**src/rtl/core/tbc_pkg.sv**
```systemverilog
`timescale 1ns / 1ps
// Shared constants for the triangle barycentric coordinate block.
// No dependencies.
package tbc_pkg;

  localparam int COORD_BITS_DEF = 16;
  localparam int FRAC_BITS = 24;
  localparam int OUT_W = 32;
  localparam int QUEUE_DEPTH = 2;

endpackage

```
**src/rtl/core/tbc_fifo.sv**
```systemverilog
`timescale 1ns / 1ps
// Short queue between the front and the back part, registered read side.
// Depends on tbc_pkg.
module tbc_fifo #(
  parameter int W = 8,
  parameter int DEPTH = tbc_pkg::QUEUE_DEPTH
) (
  input  logic         clk,
  input  logic         rst,
  input  logic         push,
  input  logic [W-1:0] push_data,
  output logic         full,
  output logic         pop_valid,
  output logic [W-1:0] pop_data
);

  localparam int IW = (DEPTH > 1) ? $clog2(DEPTH) : 1;
  localparam int CNTW = $clog2(DEPTH + 1);

  logic [W-1:0] mem [DEPTH];
  logic [IW-1:0] wr_ptr, rd_ptr;
  logic [CNTW-1:0] count;
  logic pop;

  assign pop = (count != '0);
  assign full = (count == CNTW'(DEPTH));

  always_ff @(posedge clk) begin
    if (push) begin
      mem[wr_ptr] <= push_data;
    end
    if (pop) begin
      pop_data <= mem[rd_ptr];
    end
  end

  always_ff @(posedge clk) begin
    if (rst) begin
      wr_ptr <= '0;
      rd_ptr <= '0;
      count <= '0;
      pop_valid <= 1'b0;
    end else begin
      pop_valid <= pop;
      if (push) begin
        wr_ptr <= (wr_ptr == IW'(DEPTH - 1)) ? '0 : wr_ptr + 1'b1;
      end
      if (pop) begin
        rd_ptr <= (rd_ptr == IW'(DEPTH - 1)) ? '0 : rd_ptr + 1'b1;
      end
      count <= count + CNTW'(push) - CNTW'(pop);
    end
  end

  a_no_overflow: assert property (@(posedge clk) disable iff (rst) !(push && full))
    else $error("Queue written while full.");
  a_count_range: assert property (@(posedge clk) disable iff (rst)
    count <= CNTW'(DEPTH))
    else $error("Queue count out of range.");
  a_pop_follows: assert property (@(posedge clk) disable iff (rst)
    (count != '0) |=> pop_valid)
    else $error("Queue did not drain a waiting beat.");

endmodule

```
**config.mk**
```make
export PLATFORM = sky130hd
export DESIGN_NAME = tbc_fifo
export DESIGN_NICKNAME = d
export VERILOG_FILES = /design/src/rtl/core/tbc_pkg.sv /design/src/rtl/core/tbc_fifo.sv
export SDC_FILE = /design/constraint.sdc
export NUM_CORES = 1
export LEC_CHECK = 0
export BUFFER_PORTS_ARGS = -buffer_cell sky130_fd_sc_hd__buf_2
export CORE_ASPECT_RATIO = 1.4
export CORE_UTILIZATION = 52
export CTS_CLUSTER_SIZE = 14
export DETAILED_ROUTE_END_ITERATION = 7
export PLACE_DENSITY_LB_ADDON = 0.15
export RECOVER_POWER = 25
export SLEW_MARGIN = 40
export SYNTH_ARGS = -nofsm -noshare
export SYNTH_HDL_FRONTEND = slang
export SYNTH_SLANG_ARGS = --single-unit
```
**constraint.sdc**
```tcl
create_clock -name clk -period 1.6 [get_ports clk]
set_clock_uncertainty 0.05 [all_clocks]
set_input_delay 0.16 -clock clk [delete_from_list [all_inputs] [get_ports clk]]
set_output_delay 0.16 -clock clk [all_outputs]
set_load 0.01 [all_outputs]
```
==> impl_results.rst <==
.. list-table::
   :header-rows: 1

   * - Metric
     - Value
   * - Number of hold violations in the final report
     - 0
   * - Setup slack of the most critical reg-to-reg path
     - 0.33 ns
   * - Total inserted antenna cells
     - 0
   * - Mean instance size in the synthesized netlist
     - 19.8 sq um
   * - Maximum clock frequency
     - 785 MHz
   * - Final-layout fill cell count
     - 144
   * - DR vias/cell
     - 5.09
   * - YS warnings
     - 0
   * - Post-layout total power
     - 0.00140 W
   * - Final Non-Filler Cells
     - 112
   * - Sequential-to-total area share from yosys stat
     - 76.8%
   * - Area of the die
     - 2240 sq um
   * - Origin of the critical flop-to-flop path
     - rd_ptr
   * - Gate Count Post-Synth
     - 54
   * - Pin count of the biggest net entering global routing
     - 10
   * - Depth of the worst register-to-register path
     - 1
   * - CP Launch Type
     - flop
   * - DRT antenna net count
     - 0
   * - Multi-input combinational cell area
     - 236 sq um
   * - Global-route wire length before repair
     - 2470 microns
   * - Proportion of layout cells with a drive suffix above 1
     - 36.3%
   * - Number of enable-type register cells in the synthesized netlist
     - 24
   * - Setup repair after global routing missed its margin
     - false
   * - Layout-stage area growth over the synthesis result
     - 23.9%
   * - Pwr per Cell Area
     - 1060 nW/um^2
   * - Drt total wl
     - 1500 microns
   * - Number of buffers and inverters on the critical path
     - 0
   * - Cell family with the largest share of critical-path delay
     - flip-flops
   * - Rel. slew slack
     - 67.6%
   * - TritonRoute pass-1 iters
     - 2
   * - Total nets after synthesis
     - 66
   * - Vias in the first global route
     - 532
   * - Worst path cell trace
     - mux2_4
   * - Logic depth of the worst setup path including buffers
     - 1
   * - FFs w/ async S/R, synth
     - 0%
   * - Most frequent cell after synthesis
     - edfxtp_1
   * - Number of distinct library cell variants in the gate-level netlist after synthesis
     - 16
   * - Die Span Y
     - 55.6 microns
   * - Placer Congestion
     - 0.600
   * - Starting density of the core
     - 54.8%
   * - Clock slew seen by the registers of the worst setup and hold paths
     - 0.09 ns
   * - HP Class
     - in -> reg
   * - Reg2reg end
     - pop_data[1]
   * - Capturing element type of the critical path
     - flop
   * - Fraction of the cycle the final worst path needs
     - 79.7%
   * - Die X
     - 40.3 microns
   * - Most area-hungry cell type in the Yosys netlist
     - edfxtp_1
   * - Worst path max stage delay
     - 0.63 ns
   * - Share of the core filled with cells
     - 67.9%
   * - Outcome
     - completed
   * - Data required time at the worst endpoint
     - 1.62 ns
   * - Clock sink count
     - 29
   * - Final routed wire length divided by cell count
     - 13.3 microns
   * - Buffer count from post-CTS setup fixing
     - 0
   * - Cell total after placement
     - 96
   * - Critical Path End
     - pop_data[1]
   * - Critical path type
     - reg -> reg
   * - Crit. Startpoint
     - rd_ptr
   * - Number of pins exceeding their max-slew limit in the final report
     - 0
   * - Arrival @ worst endpoint
     - 1.30 ns
   * - Critical path fanouts, max
     - 9
   * - Leading post-synthesis cells by cell area
     - edfxtp_1 (67%), mux2_4 (11%), dfxtp_1 (9.4%)
   * - Antenna violations before repair
     - 0
   * - Transition time at the pin with the least slew margin
     - 0.486 ns
   * - Number of endpoints failing setup at the final stage
     - 0
   * - Placement Rows
     - 19
   * - H-tree lvl count
     - 2
   * - Hold Worst Slack
     - 0.0240 ns
   * - Clock latency at the later pin of the worst-skew pair
     - 0.32 ns
   * - Port Buffers
     - 20
   * - Inserted Clock Buffers
     - 5
   * - Clock Tree Buf Depth
     - 2
   * - Most instantiated cells after synthesis
     - edfxtp_1 (24), mux2_4 (8), dfxtp_1 (5), nor2b_1 (4), nor3_1 (2)
   * - Number of violations of the max-capacitance limit
     - 0
   * - Main flop type after synthesis
     - edfxtp_1
   * - All-layer global routing usage
     - 17.5%
   * - Number of vias in the routed layout
     - 570
   * - Netlist area before placement
     - 1070 sq um
   * - Final net count
     - 102
   * - DR iter-0 viols
     - 4
   * - Clock tree from TritonCTS
     - built
   * - Top-level I/O count
     - 21
   * - Sequential standard cell area
     - 821 sq um
   * - Yosys top cell area share
     - 67.4%
   * - Slowest library cell on the worst path
     - dfxtp_1
   * - Flip-flop and latch count after synthesis
     - 29
   * - Leakage dissipation
     - 0.515 nW
   * - Overflow left after global routing
     - 0
   * - Final critical-path required period
     - 1.27 ns
   * - Total core area
     - 1950 sq um
   * - Largest vdd supply drop
     - 760 uV
   * - Half-perimeter wire length after placement
     - 1030 microns
   * - Clock tree root driver cell
     - clkbuf_4
   * - Post-route setup TNS
     - 0 ns
   * - DRC violations left
     - 0
-- where the power goes --
group | switching (W) | internal [W] | total (W)
Sequential | 0.0000198 | 0.000866 | 0.000886
Clock | 0.000239 | 0.000158 | 0.000397
Combinational | 0.0000466 | 0.0000702 | 0.000117
-- registers in the layout, summed over array words and instances (netlist names) --
signal and count:
count 2, mem 16, pop_data 8, pop_valid 1, rd_ptr 1, wr_ptr 1
-- timing repair --
action / in CTS / in global routing
hold buffers: 8 / 0
hold endpoints to repair: 16 / 0
resized for setup: 0 / 0
-- cells by family after synthesis --
| family | synth area share, % |
|---|---|
| flip-flops | 76.8 |
| AO/OA/AOI/OAI | 2.11 |
| adder cells (fa/ha/maj) | 1.17 |
| multiplexers | 11.2 |
| AND/OR/NAND/NOR | 6.79 |
| buffers and inverters | 1.05 |
| XOR/XNOR | 0.820 |
-- layer usage --
metal / part of all wire [%] / track usage, % / wire length (microns)
met5: 0 / 0 / 0
met4: 2.1 / 7.14 / 31
met3: 7.0 / 10.8 / 105
met2: 52 / 24.0 / 777
met1: 39 / 22.1 / 580
-- layout make-up --
type / instances / area share, %
clock inverters: 3 / 0.945
flip-flops and latches: 29 / 62.0
multi-input cells: 24 / 17.9
repair buffers: 30 / 14.4
clock buffers: 5 / 2.84
well taps: 21 / 1.98
-- stage by stage --
step                      cell area, sq um  setup WS (ns)
after floorplan                       1070          0.462
after global placement                1200          0.355
after detailed placement              1200          0.316
after CTS                             1330          0.312
after global routing                  1320          0.260
final                                 1320          0.325
-- cells in the final DEF (no fill, tap or decap), types with 2 or more instances in the layout --
cell,n
dfxtp_1,5
nor2b_1,4
nor3_1,2
clkbuf_4,5
clkbuf_1,4
dlygate4sd3_1,8
mux2_4,8
clkinv_1,2
buf_4,2
edfxtp_1,24
buf_2,16
-- how the worst min path moves through the flow --
| stage | slack (ns) | end | startpoint | depth (start not counted) |
|---|---|---|---|---|
| CTS | 0.02 | pop_valid | rst | 2 |
| global route | 0.009 | pop_valid | rst | 2 |
| detailed placement | 0.30 | mem[0][1] | push_data[1] | 1 |
| finish | 0.02 | pop_valid | rst | 2 |
| floorplan | 0.17 | pop_valid | rst | 1 |
| global placement | 0.30 | mem[0][1] | push_data[1] | 1 |
Note: power is estimated with default switching activity, not from simulation.
