[src/rtl/core/tbc_pkg.sv]
`timescale 1ns / 1ps
// Shared constants for the triangle barycentric coordinate block.
// No dependencies.
package tbc_pkg;

  localparam int COORD_BITS_DEF = 16;
  localparam int FRAC_BITS = 24;
  localparam int OUT_W = 32;
  localparam int QUEUE_DEPTH = 2;

endpackage

[src/rtl/core/tbc_back.sv]
`timescale 1ns / 1ps
// Back part: pipelined restoring divider for both weights, sign, third weight
// and saturation. Depends on tbc_pkg.
module tbc_back #(
  parameter int CB = tbc_pkg::COORD_BITS_DEF,
  parameter int FW = 8
) (
  input  logic                               clk,
  input  logic                               rst,
  input  logic                               in_valid,
  input  logic [FW-1:0]                      in_data,
  output logic                               done,
  output logic signed [tbc_pkg::OUT_W-1:0]   bary_a,
  output logic signed [tbc_pkg::OUT_W-1:0]   bary_b,
  output logic signed [tbc_pkg::OUT_W-1:0]   bary_c,
  output logic                               valid_res
);

  localparam int FB = tbc_pkg::FRAC_BITS;
  localparam int OW = tbc_pkg::OUT_W;
  localparam int DW = CB + 1;
  localparam int CW = 2 * DW + 1;
  localparam int PW = 2 * CW + 2;
  localparam int QW = PW + FB;
  localparam int SW = QW + 1;
  localparam int XW = SW + 2;

  logic [QW:0] vld;
  logic nz [QW+1];
  logic nega [QW+1];
  logic negb [QW+1];
  logic [PW-1:0] den [QW+1];
  logic [PW-1:0] ra [QW+1];
  logic [PW-1:0] rb [QW+1];
  logic [QW-1:0] xa [QW+1];
  logic [QW-1:0] xb [QW+1];

  assign {nz[0], nega[0], negb[0], den[0], xa[0], xb[0]} = in_data;
  assign ra[0] = '0;
  assign rb[0] = '0;

  for (genvar s = 0; s < QW; s++) begin : g_div
    logic [PW:0] ta, tb;
    logic ge_a, ge_b;
    assign ta = {ra[s], xa[s][QW-1]};
    assign tb = {rb[s], xb[s][QW-1]};
    assign ge_a = (ta >= {1'b0, den[s]});
    assign ge_b = (tb >= {1'b0, den[s]});
    always_ff @(posedge clk) begin
      nz[s+1] <= nz[s];
      nega[s+1] <= nega[s];
      negb[s+1] <= negb[s];
      den[s+1] <= den[s];
      ra[s+1] <= ge_a ? PW'(ta - {1'b0, den[s]}) : PW'(ta);
      rb[s+1] <= ge_b ? PW'(tb - {1'b0, den[s]}) : PW'(tb);
      xa[s+1] <= {xa[s][QW-2:0], ge_a};
      xb[s+1] <= {xb[s][QW-2:0], ge_b};
    end
  end

  logic signed [SW-1:0] wa, wb;
  logic signed [XW-1:0] wa2, wb2, wc2;
  logic nz_t, nz_u;
  logic v_t;

  function automatic logic signed [OW-1:0] sat(input logic signed [XW-1:0] x);
    logic signed [XW-1:0] hi_lim, lo_lim;
    hi_lim = XW'(signed'({1'b0, {(OW-1){1'b1}}}));
    lo_lim = -hi_lim - XW'(1);
    if (x > hi_lim) begin
      sat = {1'b0, {(OW-1){1'b1}}};
    end else if (x < lo_lim) begin
      sat = {1'b1, {(OW-1){1'b0}}};
    end else begin
      sat = x[OW-1:0];
    end
  endfunction

  always_ff @(posedge clk) begin
    wa <= nega[QW] ? -SW'(signed'({1'b0, xa[QW]})) : SW'(signed'({1'b0, xa[QW]}));
    wb <= negb[QW] ? -SW'(signed'({1'b0, xb[QW]})) : SW'(signed'({1'b0, xb[QW]}));
    nz_t <= nz[QW];
    wa2 <= XW'(wa);
    wb2 <= XW'(wb);
    wc2 <= (XW'(1) <<< FB) - XW'(wa) - XW'(wb);
    nz_u <= nz_t;
    if (nz_u) begin
      bary_a <= sat(wa2);
      bary_b <= sat(wb2);
      bary_c <= sat(wc2);
    end else begin
      bary_a <= '0;
      bary_b <= '0;
      bary_c <= '0;
    end
    valid_res <= nz_u;
  end

  always_ff @(posedge clk) begin
    if (rst) begin
      vld <= '0;
      v_t <= 1'b0;
      done <= 1'b0;
    end else begin
      vld <= {vld[QW-1:0], in_valid};
      v_t <= vld[QW];
      done <= v_t;
    end
  end

  a_zero_on_degen: assert property (@(posedge clk) disable iff (rst)
    (done && !valid_res) |-> (bary_a == '0 && bary_b == '0 && bary_c == '0))
    else $error("Degenerate result carries nonzero weights.");
  a_done_from_pipe: assert property (@(posedge clk) disable iff (rst)
    done |-> $past(v_t))
    else $error("Result strobe without a beat in the pipeline.");
  a_sum_one: assert property (@(posedge clk) disable iff (rst)
    v_t |-> (wa2 + wb2 + wc2 == (XW'(1) <<< FB)))
    else $error("Unsaturated weights do not sum to one.");

endmodule

[config.mk]
export PLATFORM = sky130hd
export DESIGN_NAME = tbc_back
export DESIGN_NICKNAME = d
export VERILOG_FILES = /design/src/rtl/core/tbc_pkg.sv /design/src/rtl/core/tbc_back.sv
export SDC_FILE = /design/constraint.sdc
export NUM_CORES = 1
export LEC_CHECK = 0
export ABC_AREA = 0
export BUFFER_PORTS_ARGS = -buffer_cell sky130_fd_sc_hd__buf_4
export CAP_MARGIN = 20
export CORE_ASPECT_RATIO = 0.8
export CORE_UTILIZATION = 48
export DETAILED_ROUTE_END_ITERATION = 12
export PLACE_DENSITY_LB_ADDON = 0.12
export SYNTH_ARGS = -nofsm -noshare
export SYNTH_HDL_FRONTEND = slang
export SYNTH_SLANG_ARGS = --single-unit
[constraint.sdc]
create_clock -name clk -period 0.8 [get_ports clk]
set_clock_uncertainty 0.15 [all_clocks]
set_input_delay 0.04 -clock clk [delete_from_list [all_inputs] [get_ports clk]]
set_output_delay 0.04 -clock clk [all_outputs]
set_load 0.005 [all_outputs]
==> results summary <==
The count of distinct cell types in the synthesized netlist came out at 6. STA classifies the critical path endpoint as a primary output. Setup repair after global routing could not meet its margin everywhere. The portion of netlist area occupied by mux cells came out at 0%. The final net count is 324.

The max-slew violation count is 0. After the first detailed-routing iteration, the DRC count stood at 56. The XOR/XNOR share of the synthesized area came out at 0%. For this run the aggregate overflow at the end of global routing stands at 0.

The slowest stage of the critical path belongs to the cell dfxtp_2. The maximum VDD drop is 1660 uV. The overall die height is 77.4 um. The detailed-route DRC error count is 0.

The highest clock frequency the design can meet is 1050 MHz. The layout filler cell count is 625. Buffers inserted to repair hold after CTS numbered 1. For this design the static power due to leakage is 1.48 nW. The total power of the final layout came out at 8.18 mW. The type of the setup path with the least slack is reg2out.

The power density over the cells is 2440 nW/um2. The count of antenna-violating nets left after detailed routing is 0. The mapped netlist covers 3410 um2. The sequential area share after synthesis came out at 58.2%. The number of global-route vias before repair is 1104. The post-route setup TNS came out at -0.155 ns.

After Yosys synthesis, and, or, nand and nor cells account for 18.2% of the synthesized area. The final number of setup-violating endpoints is 1. The total area inside the core boundary comes to 6860 um2. The type of element launching the critical path is a flip-flop.

The flow ran to the end, but the final reports show violations. The H-tree was split into 3 levels. The worst hold path belongs to the class in2reg. The post-layout worst setup margin came out at -0.155 ns. The clock latency reported for the late side of the worst-skew pair came out at 0.34 ns. The number of hold-slack violations in the final timing report is 52. The number of antenna violations at the first check in global routing was 0. TritonCTS built the clock tree. The aggregate routed wire length came out at 3070 um.

The TritonCTS buffer count is 9. The starting utilization of the core area came out at 49.7%. The deepest clock path buffer count is 2. The floorplan die area came out at 7440 um2. The weighted congestion reported at the end of routability-driven placement is 0.601. On the critical path the largest part of the delay comes from flip-flops. The number of placement rows is 27. Clock-pin slew was measured on the worst setup and hold paths at 0.08 ns. The worst hold margin is -0.218 ns. OpenSTA, run right after detailed placement, puts the worst setup slack at 0.0326 ns. The die width is 96.2 um. Dividing the detail-routed wire length by the instance count gives 7.59 um.

The layout cell share with drive strength beyond 1 is 6.92%. The mean instance size in the synthesized netlist came out at 11.1 um2. The number of input and output port buffers inserted is 3. Data arrives at the worst endpoint at 0.77 ns. The total via count in the routed design came out at 1406. After synthesis, the largest family of logic cells by area is buffers and inverters. CTS saw 99 sinks.

The filler-free cell count of the finished design came out at 405. Once the clock tree was built, the setup fixing pass inserted 0 buffers. Counting both buffers and inverters, the worst setup path holds a total of 1. The repair_antennas step left the layout with diodes totalling 0.

Walking the worst path, the cells encountered are buf_6. The largest single stage delay on the critical path is 0.32 ns. The max-cap violation count came out at 0. In the finished design, the share of the clock period the worst path needs comes to 119%. The arithmetic-cell share of the synthesized area counting full adders, half adders and majority gates came out at 0%.

The first TritonRoute pass finished after 5 iterations. The required time at the endpoint of the critical path came out at 0.61 ns. The checks that failed: hold timing, setup timing. The number of synthesized register bits came out at 99.

The placed wire-length estimate after detailed placement came out at 1640 um. In this run, placement finished with an instance count of 388. The number of warnings printed during yosys synthesis came out at 0. Global routing used 9.43% of the available tracks. The vias per cell is 3.47. 109 I/O pins were placed. The clock period minus worst slack came out at 0.955 ns. Synthesis produced 307 cells. Along the worst path, the maximum fanout reaches 1. The post-synthesis compound-gate area fraction is 0%.

The first global-routing pass estimated 5020 um of wire. The tree is rooted in a clkbuf_8. The area growth from synthesis to layout is -1.62%. The pin count of the biggest net entering global routing came out at 47.
logic make-up after synthesis:
family	after synthesis
other	1
buffers and inverters	108
flip-flops	99
AND/OR/NAND/NOR	99
layer usage:
| layer | track usage [%] | share of wire, % |
|---|---|---|
| met1 | 12.7 | 55 |
| met2 | 11.1 | 38 |
| met5 | 0 | 0 |
| met4 | 5.82 | 1.6 |
| met3 | 5.59 | 6.0 |
power breakdown:
| group | total [mW] | switching, mW | leakage, nW | internal (mW) |
|---|---|---|---|---|
| Clock | 3.03 | 1.58 | 0.0966 | 1.45 |
| Combinational | 0.217 | 0.180 | 0.582 | 0.0375 |
| Sequential | 4.93 | 0.00146 | 0.798 | 4.93 |
state kept, by name, indices dropped and copies added, names as in the netlist:
register / flops
done: 1
v_t: 1
vld: 97
cells in the final DEF, fill, tap and decap left out:
cell type and n:
dfxtp_2 1, clkinv_2 2, buf_12 2, conb_1 97, buf_6 1, clkbuf_8 9, clkinvlp_4 1, bufinv_16 1
dlygate4sd3_1 1, buf_4 3, clkinv_4 1, clkbuf_1 1, dfxtp_1 98, nor2b_1 99, inv_6 1
metrics by stage:
stage | cell area (um2) | hold slack (ns) | util [%]
after floorplan | 3770 | 0.0182 | -
after global placement | 3140 | 0.110 | 45.8
after detailed placement | 3140 | 0.117 | 45.8
after CTS | 3350 | -0.240 | 48.8
after global routing | 3350 | -0.234 | 48.9
final | 3350 | -0.218 | 48.9
cells in the mapped netlist:
master / number / area share (%)
buf_4: 97 / 21
buf_2: 8 / 1.2
conb_1: 1 / 0.11
dfxtp_1: 99 / 58
nor2b_1: 99 / 18
buf_6: 3 / 0.99
final timing paths:
kind	start	endpoint	slack, ns	depth (start not counted)
hold reg to reg	vld[7]$_SDFF_PP0_	vld[8]$_SDFF_PP0_	0.28	1
setup / recovery	done$_SDFF_PP0_	done	-0.16	1
hold / removal	rst	vld[2]$_SDFF_PP0_	-0.22	2
setup reg to reg	vld[44]$_SDFF_PP0_	vld[45]$_SDFF_PP0_	0.10	1
what timing repair did:
action                                 in CTS  in global routing
pin swaps                                   0                  0
setup endpoints to repair                   1                  1
endpoints found under the hold margin      54                 45
gates resized for setup                     0                  2
cell type report:
| type | instances | area [um2] | share of cell area (%) |
|---|---|---|---|
| clock buffer | 10 | 128 | 3.81 |
| multi-input combinational | 196 | 983 | 29.3 |
| tap | 87 | 109 | 3.25 |
| sequential | 99 | 1980 | 59.2 |
| timing repair buffer | 7 | 83.8 | 2.50 |
| clock inverter | 6 | 65.1 | 1.94 |
No activity file was read; power rests on OpenSTA's default activity.
