`src/rtl/core/tbc_pkg.sv`:
```
`timescale 1ns / 1ps
// Shared constants for the triangle barycentric coordinate block.
// No dependencies.
package tbc_pkg;

  localparam int COORD_BITS_DEF = 16;
  localparam int FRAC_BITS = 24;
  localparam int OUT_W = 32;
  localparam int QUEUE_DEPTH = 2;

endpackage

```
`src/rtl/core/tbc_mul.sv`:
```
`timescale 1ns / 1ps
// Two-stage signed multiplier built from four half-width partial products.
// No dependencies.
module tbc_mul #(
  parameter int AW = 35
) (
  input  logic                  clk,
  input  logic signed [AW-1:0]  a,
  input  logic signed [AW-1:0]  b,
  output logic signed [2*AW-1:0] p
);

  localparam int H = AW / 2;
  localparam int HW = AW - H;
  localparam int P = 2 * AW;

  logic signed [HW-1:0] ah, bh;
  logic [H-1:0] al, bl;
  logic signed [2*HW-1:0] pp_hh;
  logic signed [HW+H:0] pp_hl, pp_lh;
  logic [2*H-1:0] pp_ll;

  assign ah = a[AW-1:H];
  assign bh = b[AW-1:H];
  assign al = a[H-1:0];
  assign bl = b[H-1:0];

  always_ff @(posedge clk) begin
    pp_hh <= ah * bh;
    pp_hl <= ah * $signed({1'b0, bl});
    pp_lh <= bh * $signed({1'b0, al});
    pp_ll <= al * bl;
  end

  always_ff @(posedge clk) begin
    p <= (P'(pp_hh) <<< (2 * H)) + (P'(pp_hl) <<< H) + (P'(pp_lh) <<< H)
         + P'($signed({1'b0, pp_ll}));
  end

endmodule

```
`src/rtl/core/tbc_front.sv`:
```
`timescale 1ns / 1ps
// Front part: edge vectors, cross products, dot products and divider operands.
// Depends on tbc_pkg and tbc_mul.
module tbc_front #(
  parameter int CB = tbc_pkg::COORD_BITS_DEF,
  parameter int FW = 8
) (
  input  logic                 clk,
  input  logic                 rst,
  input  logic                 in_valid,
  input  logic signed [CB-1:0] v0_x,
  input  logic signed [CB-1:0] v0_y,
  input  logic signed [CB-1:0] v0_z,
  input  logic signed [CB-1:0] v1_x,
  input  logic signed [CB-1:0] v1_y,
  input  logic signed [CB-1:0] v1_z,
  input  logic signed [CB-1:0] v2_x,
  input  logic signed [CB-1:0] v2_y,
  input  logic signed [CB-1:0] v2_z,
  input  logic signed [CB-1:0] p_x,
  input  logic signed [CB-1:0] p_y,
  input  logic signed [CB-1:0] p_z,
  output logic                 out_valid,
  output logic [FW-1:0]        out_data
);

  localparam int FB = tbc_pkg::FRAC_BITS;
  localparam int DW = CB + 1;
  localparam int CW = 2 * DW + 1;
  localparam int PW = 2 * CW + 2;
  localparam int QW = PW + FB;

  logic [7:0] vld;
  logic signed [DW-1:0] e1 [3];
  logic signed [DW-1:0] e2 [3];
  logic signed [DW-1:0] e3 [3];
  logic signed [DW-1:0] e4 [3];
  logic signed [DW-1:0] e5 [3];
  logic signed [2*DW-1:0] pn_p [3];
  logic signed [2*DW-1:0] pn_m [3];
  logic signed [2*DW-1:0] pa_p [3];
  logic signed [2*DW-1:0] pa_m [3];
  logic signed [2*DW-1:0] pb_p [3];
  logic signed [2*DW-1:0] pb_m [3];
  logic signed [CW-1:0] n [3];
  logic signed [CW-1:0] a0 [3];
  logic signed [CW-1:0] a1 [3];
  logic signed [2*CW-1:0] mn [3];
  logic signed [2*CW-1:0] ma [3];
  logic signed [2*CW-1:0] mb [3];
  logic signed [PW-1:0] nn, da, db;
  logic [PW-1:0] nn_s7, abs_a, abs_b;
  logic nz_s7, nega_s7, negb_s7;
  logic [QW-1:0] num_a, num_b;
  logic [PW-1:0] nn_s8;
  logic nz_s8, nega_s8, negb_s8;

  always_ff @(posedge clk) begin
    if (rst) begin
      vld <= '0;
    end else begin
      vld <= {vld[6:0], in_valid};
    end
  end

  always_ff @(posedge clk) begin
    e1[0] <= DW'(v1_x) - DW'(v0_x);
    e1[1] <= DW'(v1_y) - DW'(v0_y);
    e1[2] <= DW'(v1_z) - DW'(v0_z);
    e2[0] <= DW'(v2_x) - DW'(v0_x);
    e2[1] <= DW'(v2_y) - DW'(v0_y);
    e2[2] <= DW'(v2_z) - DW'(v0_z);
    e3[0] <= DW'(v0_x) - DW'(p_x);
    e3[1] <= DW'(v0_y) - DW'(p_y);
    e3[2] <= DW'(v0_z) - DW'(p_z);
    e4[0] <= DW'(v1_x) - DW'(p_x);
    e4[1] <= DW'(v1_y) - DW'(p_y);
    e4[2] <= DW'(v1_z) - DW'(p_z);
    e5[0] <= DW'(v2_x) - DW'(p_x);
    e5[1] <= DW'(v2_y) - DW'(p_y);
    e5[2] <= DW'(v2_z) - DW'(p_z);
  end

  always_ff @(posedge clk) begin
    for (int k = 0; k < 3; k++) begin
      pn_p[k] <= e1[(k + 1) % 3] * e2[(k + 2) % 3];
      pn_m[k] <= e1[(k + 2) % 3] * e2[(k + 1) % 3];
      pa_p[k] <= e4[(k + 1) % 3] * e5[(k + 2) % 3];
      pa_m[k] <= e4[(k + 2) % 3] * e5[(k + 1) % 3];
      pb_p[k] <= e5[(k + 1) % 3] * e3[(k + 2) % 3];
      pb_m[k] <= e5[(k + 2) % 3] * e3[(k + 1) % 3];
    end
  end

  always_ff @(posedge clk) begin
    for (int k = 0; k < 3; k++) begin
      n[k] <= CW'(pn_p[k]) - CW'(pn_m[k]);
      a0[k] <= CW'(pa_p[k]) - CW'(pa_m[k]);
      a1[k] <= CW'(pb_p[k]) - CW'(pb_m[k]);
    end
  end

  for (genvar g = 0; g < 3; g++) begin : g_dot
    tbc_mul #(.AW(CW)) u_mn (.clk(clk), .a(n[g]), .b(n[g]), .p(mn[g]));
    tbc_mul #(.AW(CW)) u_ma (.clk(clk), .a(a0[g]), .b(n[g]), .p(ma[g]));
    tbc_mul #(.AW(CW)) u_mb (.clk(clk), .a(a1[g]), .b(n[g]), .p(mb[g]));
  end

  always_ff @(posedge clk) begin
    nn <= PW'(mn[0]) + PW'(mn[1]) + PW'(mn[2]);
    da <= PW'(ma[0]) + PW'(ma[1]) + PW'(ma[2]);
    db <= PW'(mb[0]) + PW'(mb[1]) + PW'(mb[2]);
  end

  always_ff @(posedge clk) begin
    nn_s7 <= nn;
    nz_s7 <= (nn != '0);
    nega_s7 <= da[PW-1];
    negb_s7 <= db[PW-1];
    abs_a <= da[PW-1] ? PW'(-da) : PW'(da);
    abs_b <= db[PW-1] ? PW'(-db) : PW'(db);
  end

  always_ff @(posedge clk) begin
    nn_s8 <= nn_s7;
    nz_s8 <= nz_s7;
    nega_s8 <= nega_s7;
    negb_s8 <= negb_s7;
    num_a <= {abs_a, {FB{1'b0}}} + QW'(nn_s7 >> 1);
    num_b <= {abs_b, {FB{1'b0}}} + QW'(nn_s7 >> 1);
  end

  assign out_valid = vld[7];
  assign out_data = {nz_s8, nega_s8, negb_s8, nn_s8, num_a, num_b};

endmodule

```
`config.mk`:
```
export PLATFORM = sky130hd
export DESIGN_NAME = tbc_front
export DESIGN_NICKNAME = d
export VERILOG_FILES = /design/src/rtl/core/tbc_pkg.sv /design/src/rtl/core/tbc_mul.sv /design/src/rtl/core/tbc_front.sv
export SDC_FILE = /design/constraint.sdc
export NUM_CORES = 1
export LEC_CHECK = 0
export BUFFER_PORTS_ARGS = -buffer_cell sky130_fd_sc_hd__buf_2
export CAP_MARGIN = 20
export CORE_ASPECT_RATIO = 1.75
export CORE_MARGIN = 4
export CORE_UTILIZATION = 25
export CTS_BUF_LIST = sky130_fd_sc_hd__clkbuf_2
export CTS_CLUSTER_SIZE = 12
export DETAILED_ROUTE_END_ITERATION = 10
export PLACE_DENSITY = 0.47
export SLEW_MARGIN = 20
export SYNTH_ARGS = -nofsm -noshare
export SYNTH_HDL_FRONTEND = slang
export SYNTH_SLANG_ARGS = --single-unit
```
`constraint.sdc`:
```
create_clock -name clk -period 9.53 [get_ports clk]
set_input_delay 1.4295 -clock clk [delete_from_list [all_inputs] [get_ports clk]]
set_output_delay 1.4295 -clock clk [all_outputs]
set_load 0.1 [all_outputs]
```
==> implementation parameters, run 1 <==
Parameter                              Value

Run status
  Run status ... complete, no violations

Hold path
  Worst Hold Path Cells ... 0
  WHS Endpoint ... num_b[0]
  Hold_sp ... nn_s7[1]
  Classification of the worst-slack hold path ... flop to flop

Synthesis
  Combinational family with the most area after synthesis ... adder cells
  Gate Count Post-Synth ... 1612
  Synthesis-stage register bit count ... 200
  Top area cells in the synthesized netlist ... sky130_fd_sc_hd__dfxtp_1 25%, sky130_fd_sc_hd__ha_1 24%, sky130_fd_sc_hd__fa_1 19%
  Adder-cell area share of the yosys netlist ... about 43%
  Unique cell type count in the Yosys netlist ... 25
  Sequential fraction of the synthesis area ... 25.44%
  Ys async rst share ... 0%
  Simple-gate area share of the yosys netlist ... approximately an eighth
  Leading register cell type out of synthesis ... sky130_fd_sc_hd__dfxtp_1
  Portion of synthesized cell area occupied by the leading cell type ... between 20% and 30%
  Post-synthesis xor/xnor area fraction ... 5.065%
  Cell taking the most area after synthesis ... sky130_fd_sc_hd__dfxtp_1
  Number of synthesis warnings ... 0
  Post-Syn Area per Cell ... roughly 10 um^2
  Number of enable-type register cells in the synthesized netlist ... 0
  Top cells by count, synth ... 364 x sky130_fd_sc_hd__inv_1, 301 x sky130_fd_sc_hd__ha_1, 207 x sky130_fd_sc_hd__and2_1, 200 x sky130_fd_sc_hd__dfxtp_1, 148 x sky130_fd_sc_hd__fa_1
  Compound-cell area share of the yosys netlist ... 4.079%
  Dominant cell by count in the synthesized netlist ... sky130_fd_sc_hd__inv_1
  Mux contribution to synthesized area ... 0%
  Post-synthesis cell area ... between 15000 and 20000 um^2

Place
  Pre-CTS setup slack ... roughly 5400 ps
  Detailed-placement wirelength estimate ... about 26000 um
  I/O Buffers ... 83
  Placer congestion estimate ... slightly below 0.8

Setup path
  Critical path required time ... between 10000 and 15000 ps
  Critical path origin ... e1[0][34]
  Worst reg2reg path startpoint ... e1[0][34]
  Element type at the critical path end ... flop
  Biggest fanout along the worst timing path ... 16
  CP Launch Type ... flop
  Kind of critical path ... flop to flop
  FF-to-FF End ... pn_p[0][41]
  Critical path arrival ... around 4800 ps
  R2R cell count ... 11
  Reg-to-reg slack, setup ... 5470 ps

Floorplan
  Top Ports ... 204
  Die extent in y ... approximately 340 um
  Starting density of the core ... 25.29%
  Die area ... between 60000 and 70000 um^2
  Standard-cell rows ... about 120
  Core area ... slightly above 60000 um^2
  Chip width ... 197.7 um

CTS
  Insertion delay of the later-clocked pin in the worst-skew pair ... roughly 850 ps
  H-tree levels ... 4
  Clock slew at the register clock pins of the worst setup and hold paths ... 300 ps
  CTS Hold Bufs ... 0
  TritonCTS clock tree ... yes
  CTS root buf ... sky130_fd_sc_hd__clkbuf_2
  CTS Sinks ... 200
  Postcts setup bufs ... 0
  CTS max path bufs ... 2
  Number of buffers inserted during clock tree synthesis ... 17
  Number of resized instances in the post-cts repair step ... 0

Cells and area
  Share of post-route cells with drive strength above 1 ... 7.349%
  Count of filler cells inserted in the layout ... approximately 6600
  Final nets ... around 2300
  Synthesis-to-finish area growth ... 10.13%
  Share of the core filled with cells in the final layout ... 27.85%

Timing
  Share of the clock period used by the worst path after layout ... 42.60%
  Final Max Slew Viols ... 0
  Setup TNS after final layout ... 0 ps
  Worst clock skew on the final layout ... 42.12 ps
  Shortest period the worst path allows ... around 4000 ps
  Headroom to the max-slew limit ... 49.49%
  Fmax ... between 200 and 250 MHz
  Final Hold Violating Endpoints ... 0
  Post-route worst setup slack ... approximately 5500 ps
  Final Setup Violations ... 0
  Unrepaired setup endpoints after global routing ... false
  Worst-margin pin slew ... about 760 ps

Global routing
  Pin count of the biggest net entering global routing ... 19
  Antenna violations before repair ... 2
  Wire length of the first global-routing pass ... 51280 um
  Vias in the first global route ... between 10000 and 15000
  Global-route usage over all layers ... roughly a tenth
  Grt total ovfl ... 0

Flow run
  Max-cap check violation count ... 0

Detailed routing
  First DRT Iteration DRCs ... around 200
  DRC ... 0
  1st-pass router iterations ... 4
  Final ANT Viol Nets ... 0
  Via density ... 3.900
  Final WL ... just over 30000 um
  Wirelength per Cell ... 12.24 um
  Total vias in the final route ... around 10000
-- cell type report --
class	count	area [um^2]	area share, %
repair buffers	83	415.4	2.397
inverters	364	1366	7.884
clock buffers	17	85.08	0.4909
clock inverters	15	192.7	1.112
diodes	2	5.005	0.02888
flip-flops and latches	200	4004	23.10
well taps	799	999.7	5.769
multi-input cells	1022	10260	59.22
-- placed cells by master (no fill, tap or decap) --
master / instances
sky130_fd_sc_hd__clkbuf_2: 17
sky130_fd_sc_hd__a2bb2oi_1: 7
sky130_fd_sc_hd__a21oi_1: 31
sky130_fd_sc_hd__buf_2: 83
sky130_fd_sc_hd__a21boi_0: 11
sky130_fd_sc_hd__o21ai_0: 28
sky130_fd_sc_hd__o21bai_1: 2
sky130_fd_sc_hd__inv_8: 1
sky130_fd_sc_hd__or2_2: 5
sky130_fd_sc_hd__nor3_1: 13
sky130_fd_sc_hd__dfxtp_1: 200
sky130_fd_sc_hd__nor2_1: 30
sky130_fd_sc_hd__conb_1: 3
sky130_fd_sc_hd__xnor2_1: 71
sky130_fd_sc_hd__clkinv_2: 1
sky130_fd_sc_hd__and2_2: 5
sky130_fd_sc_hd__diode_2: 2
sky130_fd_sc_hd__a21o_1: 16
sky130_fd_sc_hd__clkinv_4: 7
sky130_fd_sc_hd__a211oi_1: 4
sky130_fd_sc_hd__bufinv_16: 3
sky130_fd_sc_hd__clkinvlp_4: 1
sky130_fd_sc_hd__fa_1: 148
sky130_fd_sc_hd__nand2_1: 71
sky130_fd_sc_hd__o31ai_1: 5
sky130_fd_sc_hd__and2_1: 207
sky130_fd_sc_hd__nor2b_1: 44
sky130_fd_sc_hd__inv_6: 2
sky130_fd_sc_hd__ha_1: 301
sky130_fd_sc_hd__inv_1: 364
sky130_fd_sc_hd__xor2_1: 20
-- cells by family after synthesis --
family / after synthesis
buf+inv: 392
other cells: 1
xor+xnor: 91
simple gates: 375
compound gates: 104
flops: 200
fa+ha+maj: 449
-- sequential cells by signal, indices dropped and copies added, names as in the netlist --
register and cells:
n 24, nn_s7 8, g_dot.u_mn.p 24, e1 24, pn_p 24, pn_m 24, nn 8, g_dot.u_mn.pp_ll 24
vld 8, e2 24, num_b 8
-- worst max-delay path by stage --
stage / cells after the start / endpoint
after floorplan: 12 / pn_p[0][41]
after CTS: 11 / pn_p[0][41]
final: 11 / pn_p[0][41]
after global placement: 11 / pn_p[0][41]
after detailed placement: 11 / pn_p[0][41]
after global routing: 11 / pn_p[0][41]
-- routing by layer --
layer	wire [um]	vias up	global-route usage, %	part of all wire, %
li1	-	4992	-	-
met1	10640	4608	9.052	35
met2	18160	125	19.86	59
met3	793	32	1.584	2.6
met4	1034	0	3.933	3.4
met5	0	-	0	0
-- critical path: stages, from the launching register on --
cell and delay, ps:
sky130_fd_sc_hd__dfxtp_1 780, sky130_fd_sc_hd__nand2_1 170, sky130_fd_sc_hd__fa_1 480, sky130_fd_sc_hd__fa_1 550
sky130_fd_sc_hd__inv_1 50, sky130_fd_sc_hd__ha_1 280, sky130_fd_sc_hd__ha_1 310, sky130_fd_sc_hd__fa_1 540
sky130_fd_sc_hd__ha_1 320, sky130_fd_sc_hd__a21o_1 160, sky130_fd_sc_hd__a21oi_1 160, sky130_fd_sc_hd__xnor2_1 200
-- per-stage QoR --
step	hold WS (ps)	area (um^2)	instances
2_1_floorplan	309.6	15740	1614
3_3_place_gp	310.5	17050	2468
3_5_place_dp	312.1	17050	2468
4_1_cts	336.7	17330	2500
5_1_grt	342.6	17330	2502
6_report	335.7	17330	2502
Power of run 1 is not shown: default switching activity piles up to over one toggle a cycle in this logic, so the estimate is an artifact.
==> inputs of run 2 (changes only) <==
- ABC_AREA: not set -> 1
- PLACE_DENSITY: 0.47 -> 0.48
- clock period: 9.53 -> 3.4 ns (I/O delays scaled with it)
==> run 2 against run 1 <==
The run now ends with setup timing left; global-route usage increased by 1.1 points; first-iteration DRC count rose by 56%; clock-buffer cell count stayed put; fmax grew 17%; die area grew 3.2%; utilization is 5.2 points higher; sequential share of layout area shrank 3.7 points; final cell count is 20% higher; critical path depth increased by 4; synthesized cell count is 17% higher; critical endpoint unchanged; largest cell class unchanged; highest routed layer unchanged.
==> implementation parameters, run 2 <==
Parameter                              Value

Global routing
  GR met2 Demand/Resource ... 22.68% (+2.8 points)
  Global-route usage over all layers ... 10.76% (+1.1 points)
  Antenna violations before repair ... 1 (-1)
  Grt total ovfl ... 0 (unchanged)
  Wire length of the first global-routing pass ... 59770 um (+17%)
  Most heavily used metal layer in global routing ... met2
  GRT met1 Usage ... 9.066% (+0.015 points)
  Met3 Use GR ... 1.651% (+0.067 points)
  Pin count of the biggest net entering global routing ... 19 (unchanged)
  Vias in the first global route ... 12790 (+20%)

Setup path
  Critical path required time ... 4210 ps (-6100 ps)
  Critical path arrival ... 4280 ps (-560 ps)
  CP Launch Type ... flop
  Reg-to-reg slack, setup ... -70 ps (-5540 ps)
  Kind of critical path ... flop to flop
  Element type at the critical path end ... flop
  Biggest fanout along the worst timing path ... 7 (-9)

Detailed routing
  Wirelength per Cell ... 12.13 um (-0.88%)
  Final WL ... 36500 um (+19%)
  DRC ... 0 (unchanged)
  Final ANT Viol Nets ... 0 (unchanged)
  Total vias in the final route ... 11890 (+22%)
  1st-pass router iterations ... 4 (unchanged)
  Via density ... 3.954 (+1.4%)
  First DRT Iteration DRCs ... 314 (+56%)

Synthesis
  Sequential fraction of the synthesis area ... 24.63% (-0.81 points)
  Number of synthesis warnings ... 0 (unchanged)
  Leading register cell type out of synthesis ... sky130_fd_sc_hd__dfxtp_1
  Ys async rst share ... 0% (unchanged)
  Gate Count Post-Synth ... 1892 (+17%)
  Top cells by count, synth ... 606 x sky130_fd_sc_hd__inv_1, 306 x sky130_fd_sc_hd__nand2_1, 301 x sky130_fd_sc_hd__ha_1, 200 x sky130_fd_sc_hd__dfxtp_1, 148 x sky130_fd_sc_hd__fa_1
  Dominant cell by count in the synthesized netlist ... sky130_fd_sc_hd__inv_1
  Unique cell type count in the Yosys netlist ... 22 (-12%)
  Number of enable-type register cells in the synthesized netlist ... 0 (unchanged)
  Portion of synthesized cell area occupied by the leading cell type ... 24.63% (-0.81 points)
  Cell taking the most area after synthesis ... sky130_fd_sc_hd__dfxtp_1
  Synthesis-stage register bit count ... 200 (unchanged)
  Post-Syn Area per Cell ... 8.592 um^2 (-12%)
  Top area cells in the synthesized netlist ... sky130_fd_sc_hd__dfxtp_1 25%, sky130_fd_sc_hd__ha_1 23%, sky130_fd_sc_hd__fa_1 18%
  Post-synthesis cell area ... 16260 um^2 (+3.3%)

Flow run
  Max-cap check violation count ... 0 (unchanged)

Timing
  Worst clock skew on the final layout ... 44.62 ps (+2.499 ps)
  Headroom to the max-slew limit ... 59.47% (+10 points)
  Post-route worst setup slack ... -66.17 ps (-5536 ps)
  Unrepaired setup endpoints after global routing ... true
  Share of the clock period used by the worst path after layout ... 101.9% (+59 points)
  Final Max Slew Viols ... 0 (unchanged)
  Worst-margin pin slew ... 607.9 ps (-148.7 ps)
  Final Hold Violating Endpoints ... 0 (unchanged)
  Shortest period the worst path allows ... 3466 ps (-593.9 ps)
  Fmax ... 288.5 MHz (+17%)
  Final Setup Violations ... 4 (+4)

Floorplan
  Chip width ... 200.8 um (+1.6%)
  Standard-cell rows ... 123 (+1.7%)
  Core area ... 64330 um^2 (+3.4%)
  Top Ports ... 204 (unchanged)
  Die area ... 69330 um^2 (+3.2%)
  Die extent in y ... 345.3 um (+1.6%)
  Starting density of the core ... 25.27% (about the same)

Hold path
  Classification of the worst-slack hold path ... primary input to flop

Cells and area
  Most frequent cells in the layout ... 515 x sky130_fd_sc_hd__inv_1, 272 x sky130_fd_sc_hd__nand2_1, 219 x sky130_fd_sc_hd__ha_1, 151 x sky130_fd_sc_hd__dfxtp_1, 121 x sky130_fd_sc_hd__fa_1
  Share of post-route cells with drive strength above 1 ... 25.65% (+18 points)
  Storage element area ... 4138 um^2 (+3.3%)
  Final nets ... 2826 (+21%)
  Most common library cell in the layout ignoring fill and taps ... sky130_fd_sc_hd__inv_1
  Multi-input combinational cell area ... 10840 um^2 (+5.7%)
  Count of filler cells inserted in the layout ... 6664 (+0.98%)
  Synthesis-to-finish area growth ... 30.91%

CTS
  TritonCTS clock tree ... yes
  Number of buffers inserted during clock tree synthesis ... 17 (unchanged)
  CTS root buf ... sky130_fd_sc_hd__clkbuf_2
  CTS max path bufs ... 2 (unchanged)
  Clock slew at the register clock pins of the worst setup and hold paths ... 290 ps (about the same)
  Insertion delay of the later-clocked pin in the worst-skew pair ... 890 ps (+40 ps)
  CTS Sinks ... 200 (unchanged)
  H-tree levels ... 4 (unchanged)

Place
  Detailed-placement wirelength estimate ... 29940 um (+15%)
  Pre-CTS setup slack ... -339.7 ps (-5736 ps)
  I/O Buffers ... 83 (unchanged)
  Placer congestion estimate ... 0.8649 (+11%)

Run status
  Run status ... finished, violations left
  Failing checks ... setup timing
## run 2: worst max-delay path, cell delays in order, from the launching register on
cell and delay, ps:
sky130_fd_sc_hd__dfxtp_2 400, sky130_fd_sc_hd__buf_12 140, sky130_fd_sc_hd__nand2_4 50, sky130_fd_sc_hd__inv_2 30, sky130_fd_sc_hd__fa_1 510, sky130_fd_sc_hd__ha_4 300, sky130_fd_sc_hd__ha_4 120, sky130_fd_sc_hd__inv_2 30
sky130_fd_sc_hd__fa_1 490, sky130_fd_sc_hd__inv_1 40, sky130_fd_sc_hd__ha_1 280, sky130_fd_sc_hd__inv_2 40, sky130_fd_sc_hd__fa_1 520, sky130_fd_sc_hd__inv_2 50, sky130_fd_sc_hd__ha_4 230, sky130_fd_sc_hd__xor2_1 150
## run 2: through the flow
stage	hold slack, ps	cells	TNS [ps]	utilization (%)	cell area, um^2
global route	29.49	3008	-1175	33.08	21280
global placement	310.1	2849	-3419	28.81	18530
CTS	0.05185	2991	-248.9	31.65	20360
detailed placement	312.1	2849	-3835	28.81	18530
finish	132.6	3008	-148.3	33.08	21280
floorplan	309.6	1894	-13.03	-	16570
## run 2: cell families after synthesis
| family | share of synthesized area (%) |
|---|---|
| and+or+nand+nor | 8.490 |
| DFF | 24.63 |
| adders and majority gates | 41.39 |
| other | 0.02307 |
| AOI/OAI and AO/OA | 3.872 |
| buffers and inverters | 15.93 |
| xor gates and xnor gates | 5.657 |
## run 2: timing repair
action / 4_1_cts / 5_1_grt
hold endpoints to repair: 56 / 0
pin swaps: 79 / 136
hold buffers: 96 / 0
buffers inserted: 15 / 19
gates resized for setup: 155 / 205
setup endpoints to repair: 22 / 23
## run 2: final cells by class
type,instances,share of cell area [%]
inverter,606,10.70
sequential,200,19.44
clock buffer,17,0.3998
timing repair buffer,326,13.04
clock inverter,15,0.6703
multi-input combinational,1031,50.96
tap,812,4.774
antenna,1,0.01176
## run 2: path summary, 6_finish.rpt
check,from,end,cells past startpoint
setup reg to reg,e1[0][36],pn_p[0][41],15
setup / recovery,e1[0][36],pn_p[0][41],15
hold reg to reg,g_dot[0].u_mn.pp_ll[7],g_dot[0].u_mn.p[7],0
hold / removal,v1_y[1],e1[0][19],4
## run 2: routing by layer
metal,vias up,wire length (um),part of all wire (%)
li1,6011,-,-
met3,87,850,2.3
met2,183,21740,60
met4,0,2419,6.6
met5,-,0,0
met1,5612,11490,31
Power of run 2 is left out for the same reason.
